==> config.mk <==
export PLATFORM = sky130hd
export DESIGN_NAME = sop_ram
export DESIGN_NICKNAME = d
export VERILOG_FILES = /design/src/rtl/swarm_offset_placer_unit_assert.svh /design/src/rtl/sop_ram.sv
export SDC_FILE = /design/constraint.sdc
export NUM_CORES = 2
export LEC_CHECK = 0
export BUFFER_PORTS_ARGS = -buffer_cell sky130_fd_sc_hd__buf_2
export CAP_MARGIN = 20
export CORE_MARGIN = 2
export CORE_UTILIZATION = 55
export DETAILED_ROUTE_END_ITERATION = 12
export GPL_ROUTABILITY_DRIVEN = 0
export MAX_ROUTING_LAYER = met4
export PLACE_DENSITY = 0.71
export REMOVE_ABC_BUFFERS = 1
export SYNTH_ARGS = -nofsm -noshare
export SYNTH_HDL_FRONTEND = slang
export SYNTH_SLANG_ARGS = --single-unit
==> constraint.sdc <==
create_clock -name i_clk -period 16.5 [get_ports i_clk]
set_clock_uncertainty 0.2 [all_clocks]
set_input_delay 0.825 -clock i_clk [delete_from_list [all_inputs] [get_ports i_clk]]
set_output_delay 0.825 -clock i_clk [all_outputs]
set_load 0.03 [all_outputs]
==> src/rtl/swarm_offset_placer_unit_assert.svh <==
// Assertion macros for the swarm offset placer.
// Each macro expects i_clk and i_rst_n in the scope where it is used.
`ifndef SWARM_OFFSET_PLACER_UNIT_ASSERT_SVH
`define SWARM_OFFSET_PLACER_UNIT_ASSERT_SVH

// Same-cycle implication.
`define SOP_ASSERT_IMP(label, ante, cons) \
    label: assert property (@(posedge i_clk) disable iff (!i_rst_n) (ante) |-> (cons)) \
        else $error("swarm offset placer: assertion failed");

// Next-cycle implication.
`define SOP_ASSERT_NEXT(label, ante, cons) \
    label: assert property (@(posedge i_clk) disable iff (!i_rst_n) (ante) |=> (cons)) \
        else $error("swarm offset placer: assertion failed");

`endif

==> src/rtl/sop_ram.sv <==
`default_nettype none

module sop_ram #(
    parameter int WIDTH = 64,
    parameter int DEPTH = 64
) (
    input  wire logic                             i_clk,
    input  wire logic                             i_wr_en,
    input  wire logic [$clog2(DEPTH)-1:0]         i_wr_addr,
    input  wire logic [WIDTH-1:0]                 i_wr_data,
    input  wire logic [$clog2(DEPTH)-1:0]         i_rd_addr,
    output logic      [WIDTH-1:0]                 o_rd_data
);

    logic [WIDTH-1:0] r_mem [DEPTH];
    logic [WIDTH-1:0] r_rd_data;

    always_ff @(posedge i_clk) begin
        if (i_wr_en) begin
            r_mem[i_wr_addr] <= i_wr_data;
        end
        r_rd_data <= r_mem[i_rd_addr];
    end

    assign o_rd_data = r_rd_data;

endmodule

`default_nettype wire

==> out/results.ini <==
[global_route]
antenna_found_initial=28
grt_max_degree=146
grt.total_usage=0.299
first_global_vias=75900
grt_remaining_overflow=0
grt_pass1_wl_mm=581

[cells_and_area]
fin_util=0.623
multiInputGateArea_um2=30800
mostFrequentLayoutCell=edfxtp_1
fillCellCount=18400
drive_gt1_frac=0.285
area_delta_synth_final_pct=12.6
most-common-layout-cells=edfxtp_1, mux4_2, clkbuf_16
regArea_um2=124000
final_net_count=7059
stdcell_count=11100

[routing]
drt-total-wl_mm=419
drc=0
vias_per_cell=6.93
ant_nets=0
first_pass_iters=8
wl_per_cell_um=37.8
vias=76800
drtIter0Drc=12300

[floorplanning]
initial_core_util=0.553
dieArea_um2=289000
dieHeight_um=537
coreArea_um2=283000
die_x_um=537
io_pins=142
rows=195

[power_and_ir_drop]
p_leak_nw=55.0
power_density_nw_per_um2=126
vdd_drop_max_mv=0.0956

[timing]
whs_ps=368
setup_violations=0
slew_violations=0
period_share=0.283
rsz0062_at_grt=false
setup_tns_ps=0
final_hold_viol_count=0
fin_crit_ps=4670
tightest_slew_ps=1170
max_freq_mhz=214
slew-limit-headroom=0.217

[yosys]
synth_top_family_by_area=multiplexers
synth_compound_area_frac=0.0248
synthTopCellsByArea=edfxtp_1, mux4_2, mux2i_1, dfxtp_1, a22oi_1
synth_cell_types=33
synth_fa_ha_area_frac=0
ys_warn_count=0
muxShareOfSynthArea=0.156
synth_top_area_frac=0.787
ys_ff_latch=4160
ys_seq_area_frac=0.795
synthXorXnorAreaFrac=0
yosysTopAreaCell=edfxtp_1
synthSimpleGateAreaFrac=0.0124
syn_avg_cell_area_um2=23.7
syn_area_um2=156000
netlist_instances=6598

[worst_hold_path]
holdCritPathClass=in2reg

[place]
dp_cells=10300
place.port_buffers=141
dp_hpwl_mm=215

[setup_path]
start_kind=input port
end_kind=flip-flop
cp_max_fo=90
worstSetupPathType=in2reg
crit_required_ps=17060
critPathArrivalTime_ps=5230

[clock_tree]
htree_levels=5
postCtsSetupRepairBufs=0
worst_skew_pair.late_latency_ps=970
cts_inserted_buffers=403
clkTransAtPathRegs_ps=60
cts_tree=yes
clock_path_buffers=4
clkSinkCount=4160
cts-root-buf=clkbuf_16

[flow_run]
max_cap_viol_count=0

[status]
status=finished, final reports clean

==> cell type report <==
class | instances | area share
Timing Repair Buffer | 348 | 0.0146
Clock buffer | 509 | 0.0612
Tap cell | 3743 | 0.0266
Multi-Input combinational cell | 2049 | 0.175
Sequential cell | 4160 | 0.706
Antenna cell | 14 | 0.000199
Inverter | 19 | 0.000405
Clock inverter | 243 | 0.0163
==> Yosys cell counts, drive strengths merged <==
master and count:
nand3 45, nor2b 28, clkbuf 140, a2bb2oi 19, or2 28, buf 230
edfxtp 4096, nor3 2, nand2b 11, or3 29, nand3b 2, dfxtp 64
o22ai 83, a211oi 63, a31oi 18, nor2 112, a31o 1, mux4 1024
inv 19, a41oi 26, mux2i 135, o221ai 38, and3 64, nand4 2
or3b 1, and2 3, a22o 88, nand4b 1, nand2 58, a22oi 168
==> sequential cells by signal (all words and copies together), names as in the netlist <==
name	cells
r_mem	4096
o_rd_data	64
==> where the power goes <==
group          switching (W)  internal, W  total (W)
Combinational       0.000641     0.000360    0.00100
Clock                0.00396      0.00548    0.00945
Sequential         0.0000347       0.0117     0.0117
==> per-layer routing <==
metal	vias to the layer above	share of wire	track usage
li1	29300	-	-
met1	41000	0.36	0.406
met4	0	0.039	0.104
met2	5618	0.48	0.459
met3	899	0.12	0.0580
met5	-	0	-
==> repair_timing <==
action                                 in CTS  in global routing
endpoints found under the hold margin       0                  3
hold buffers                                0                  1
gates resized for setup                     0                  0
==> cell families after synthesis <==
group           after synthesis
flops                      4160
mux                        1159
compound gates              504
buf+inv                     389
simple gates                386
==> path summary, 6_finish.rpt <==
path / from / end / slack, ps / depth (start not counted)
hold / removal: i_wr_data[36] / r_mem[8][36] / 370 / 1
setup reg to reg: r_mem[58][25] / o_rd_data[25] / 14120 / 5
setup / recovery: i_rd_addr[0] / o_rd_data[60] / 11830 / 9
hold reg to reg: r_mem[60][50] / o_rd_data[50] / 670 / 4
==> stage by stage <==
stage	total power [W]	worst slack, ps	area, µm²
3_5_place_dp	0.0130	10670	162000
2_1_floorplan	0.0124	10180	155000
3_3_place_gp	0.0129	10760	162000
6_report	0.0222	11830	176000
5_1_grt	0.0227	11430	176000
4_1_cts	0.0223	11710	176000
==> critical path, stage by stage <==
cell and delay [ps]:
buf_12 400, buf_12 490, buf_4 840, buf_4 820, mux4_2 590, mux2i_1 180
o22ai_1 110, a31oi_1 320, a211oi_1 80
(Power assumes the default switching activity.)
