[config.mk]
export PLATFORM = sky130hd
export DESIGN_NAME = sop_mul
export DESIGN_NICKNAME = d
export VERILOG_FILES = /design/src/rtl/swarm_offset_placer_unit_assert.svh /design/src/rtl/sop_pkg.sv /design/src/rtl/sop_mul.sv
export SDC_FILE = /design/constraint.sdc
export NUM_CORES = 2
export LEC_CHECK = 0
export BUFFER_PORTS_ARGS = -buffer_cell sky130_fd_sc_hd__buf_4
export CAP_MARGIN = 20
export CORE_MARGIN = 10
export CORE_UTILIZATION = 60
export CTS_CLUSTER_SIZE = 30
export DETAILED_ROUTE_END_ITERATION = 8
export PLACE_DENSITY = 0.82
export SYNTH_ARGS = -nofsm -noshare
export SYNTH_HDL_FRONTEND = slang
export SYNTH_SLANG_ARGS = --single-unit
[constraint.sdc]
create_clock -name i_clk -period 6.5 [get_ports i_clk]
set_clock_uncertainty 0.05 [all_clocks]
set_input_delay 0 -clock i_clk [delete_from_list [all_inputs] [get_ports i_clk]]
set_output_delay 0 -clock i_clk [all_outputs]
set_load 0.05 [all_outputs]
[src/rtl/swarm_offset_placer_unit_assert.svh]
// Assertion macros for the swarm offset placer.
// Each macro expects i_clk and i_rst_n in the scope where it is used.
`ifndef SWARM_OFFSET_PLACER_UNIT_ASSERT_SVH
`define SWARM_OFFSET_PLACER_UNIT_ASSERT_SVH

// Same-cycle implication.
`define SOP_ASSERT_IMP(label, ante, cons) \
    label: assert property (@(posedge i_clk) disable iff (!i_rst_n) (ante) |-> (cons)) \
        else $error("swarm offset placer: assertion failed");

// Next-cycle implication.
`define SOP_ASSERT_NEXT(label, ante, cons) \
    label: assert property (@(posedge i_clk) disable iff (!i_rst_n) (ante) |=> (cons)) \
        else $error("swarm offset placer: assertion failed");

`endif

[src/rtl/sop_pkg.sv]
`default_nettype none

package sop_pkg;

    localparam int POS_W  = 32;
    localparam int MD_W   = 31;
    localparam int MUL_W  = 32;
    localparam int PROD_W = 2 * MUL_W;

    localparam logic [MD_W-1:0] SPACING_RESET = 31'd65536;

    // floor(x / 3) == (x * RECIP3) >> RECIP3_SHIFT for every 32-bit unsigned x.
    localparam logic [MUL_W-1:0] RECIP3       = 32'hAAAA_AAAB;
    localparam int               RECIP3_SHIFT = 33;

    localparam logic signed [POS_W-1:0] OFF_MAX = 32'sh7FFF_FFFF;
    localparam logic signed [POS_W-1:0] OFF_MIN = 32'sh8000_0000;

    typedef enum logic [3:0] {
        S_IDLE,
        S_MD2,
        S_STEP,
        S_INIT,
        S_START,
        S_FETCH,
        S_CHECK,
        S_SQX,
        S_SUM,
        S_FREE,
        S_BLOCKED,
        S_WRITE
    } t_state;

    typedef struct packed {
        logic signed [POS_W-1:0] pos;
        logic signed [POS_W-1:0] off;
    } t_entry;

endpackage

`default_nettype wire

[src/rtl/sop_mul.sv]
`default_nettype none

module sop_mul
    import sop_pkg::*;
(
    input  wire logic              i_clk,
    input  wire logic [MUL_W-1:0]  i_a,
    input  wire logic [MUL_W-1:0]  i_b,
    output logic      [PROD_W-1:0] o_prod
);

    logic [PROD_W-1:0] r_prod;

    // Unsigned product, one result per cycle, registered.
    always_ff @(posedge i_clk) begin
        r_prod <= PROD_W'(i_a) * PROD_W'(i_b);
    end

    assign o_prod = r_prod;

endmodule

`default_nettype wire
==> metrics.yaml <==
synthFlopType: "dfxtp_1"
max_freq_mhz: 151
via_count: 27300
slew_violations: 0
dieArea_sq_um: 67800
finalInstanceArea_sq_um: 40600
antenna_found_initial: 1
grt_first_pass_wirelength_microns: 154000
cts_tree: "yes"
wl_per_cell_microns: 21.0
finalHoldViolCount: 0
synth_edf_count: 0
clock-root-buffer: "clkbuf_16"
initialDrtViolationCount: 2318
grtUsageTotal_pct: 28.9
final_nets: 5269
hold_path_depth: 2
synth_top_area_cell: "fa_1"
rsz0062_at_grt: "yes"
worst_pin_slew_ns: 0.543
cts_hold_buf: 0
crit_fanout: 6
grt_pass1_vias: 29900
path_clk_slew_ns: 0.06
yosys_register_bits: 64
ios: 129
ys_types: 57
antenna_violating_nets_post_route: 0
whs_endpoint: "o_prod[0]"
grt_max_degree: 33
min_period_ns: 6.60
async_reset_ff_share_pct: 0
placementRows: 88
cts_num_sinks: 64
grt-ovfl-total: 0
largest_reg_flops: 64
yosys_warnings: 0
fp.dieW_microns: 260
core_area_sq_um: 57500
endpoint_kind: "flop"
dp_hpwl_microns: 79900
drt_first_pass_iters: 6
via_per_inst: 5.67
synthTopCellsByArea: "fa_1 (52%), and2_1 (11%), ha_1 (9.5%)"
hold_path_class: "in -> reg"
cap_violations: 0
cts_inserted_buffers: 9
synth_area_per_cell_sq_um: 9.25
synth.most_common_cell: "fa_1"
status: "complete, but fails checks"
pre_cts_slack_ns: -0.643
initial_utilization_pct: 60.3
yosysSeqAreaShare_pct: 3.69
relSlewSlack_pct: 63.5
dieHeight_microns: 260
synth_common_cells: "fa_1 (896), inv_1 (865), and2_1 (602), nand2_1 (480), ha_1 (263)"
critPathArrivalTime_ns: 6.79
io_buffers: 128
finalCritPeriodShare_pct: 102
synth_top_area_share_pct: 51.7
drive_gt1_share_pct: 17.6
violations: "setup timing"
synth.net_count: 4972
required_ns: 6.69
gpl.final_weighted_congestion: 0.959
worst_slack_ns: -0.104
crit_type: "in -> reg"
cts_max_level: 3
clk_path_buf_depth: 2
setup_violations: 10
crit_path_start_kind: "primary input"
syn2layout_area_growth_pct: 17.0
routed_wl_microns: 101000
synth_area_sq_um: 34700
netlist_instances: 3748
worstHoldStart: "i_b[0]"
drc: 0
placed_area_sq_um: 38300
## layout by cell type (no fill, tap or decap), drive strengths merged, types with 4 or more instances in the layout
| master | n |
|---|---|
| fa | 896 |
| inv | 866 |
| and2 | 602 |
| buf | 498 |
| nand2 | 480 |
| ha | 263 |
| a21oi | 66 |
| dfxtp | 64 |
| a21o | 40 |
| xnor2 | 35 |
| o21ai | 26 |
| xor2 | 25 |
| nand4 | 23 |
| nor2 | 20 |
| clkbuf | 18 |
| and3 | 14 |
| a31oi | 12 |
| o21bai | 11 |
| nand3 | 10 |
| o21a | 9 |
| nor3 | 7 |
| o31ai | 5 |
| a221o | 4 |
| a221oi | 4 |
## stage by stage
step	util [%]	cells	setup TNS, ns	hold WS, ns
5_1_grt	70.6	4816	-4.35	0.135
4_1_cts	68.5	4784	-0.0868	0.0976
3_3_place_gp	66.7	4749	-9.90	0.401
6_report	70.6	4816	-0.490	0.138
2_1_floorplan	-	3748	-0.104	0.0773
3_5_place_dp	66.7	4749	-12.00	0.402
## how the worst max path moves through the flow
stage	from	end	slack, ns	cells past startpoint
finish	i_a[8]	o_prod[58]	-0.10	23
global route	i_b[21]	o_prod[62]	-0.29	23
CTS	i_a[10]	o_prod[62]	-0.03	25
detailed placement	i_b[8]	o_prod[62]	-0.64	23
global placement	i_a[26]	o_prod[62]	-0.54	23
floorplan	i_b[10]	o_prod[62]	-0.10	25
## cells by family (layout without fill, tap and decap cells)
kind of cell / after synthesis / in the layout / share of synthesized area (%)
fa+ha+maj: 1159 / 1159 / 61.2
buf+inv: 1085 / 1387 / 11.8
simple gates: 1177 / 1177 / 17.6
compound gates: 202 / 202 / 4.15
mux: 1 / 1 / 0.0289
other cells: 0 / 1 / 0
flops: 64 / 64 / 3.69
xor+xnor: 60 / 60 / 1.52
## final cells by class
| cell class | instances | area, sq um |
|---|---|---|
| tap | 765 | 957 |
| antenna | 1 | 2.50 |
| multi-input combinational | 2599 | 30100 |
| timing repair buffer | 506 | 4670 |
| inverter | 865 | 3250 |
| clock inverter | 6 | 91.3 |
| clock buffer | 10 | 239 |
| sequential | 64 | 1280 |
| fill | 3838 | 16900 |
## metal layers
| metal | global-route usage, % | wire length, microns | vias to the layer above |
|---|---|---|---|
| met1 | 32.2 | 33200 | 13900 |
| met3 | 4.29 | 8170 | 485 |
| met5 | 0 | 0 | - |
| met4 | 16.7 | 7710 | 0 |
| met2 | 51.8 | 52200 | 1470 |
| li1 | - | - | 11400 |
## timing repair
item                       in CTS  in global routing
resized for setup             143                204
gates cloned                    0                  8
setup buffers                  19                 25
setup endpoints to repair      23                 27
pin swaps                      72                131
## worst max-delay path, cell delays in order
cell	delay, ns
buf_12	0.12
and2_4	0.16
fa_1	0.53
inv_1	0.06
fa_1	0.53
inv_1	0.06
fa_1	0.53
inv_1	0.06
fa_1	0.52
inv_2	0.05
fa_2	0.62
fa_1	0.45
fa_1	0.53
fa_1	0.45
ha_4	0.30
nand4_1	0.10
or4_4	0.55
or3_4	0.36
a31oi_4	0.27
a31o_4	0.21
a211oi_4	0.07
buf_4	0.15
xnor2_1	0.11
Power is not shown: default switching activity piles up to over one toggle a cycle in this logic, so the estimate is an artifact.
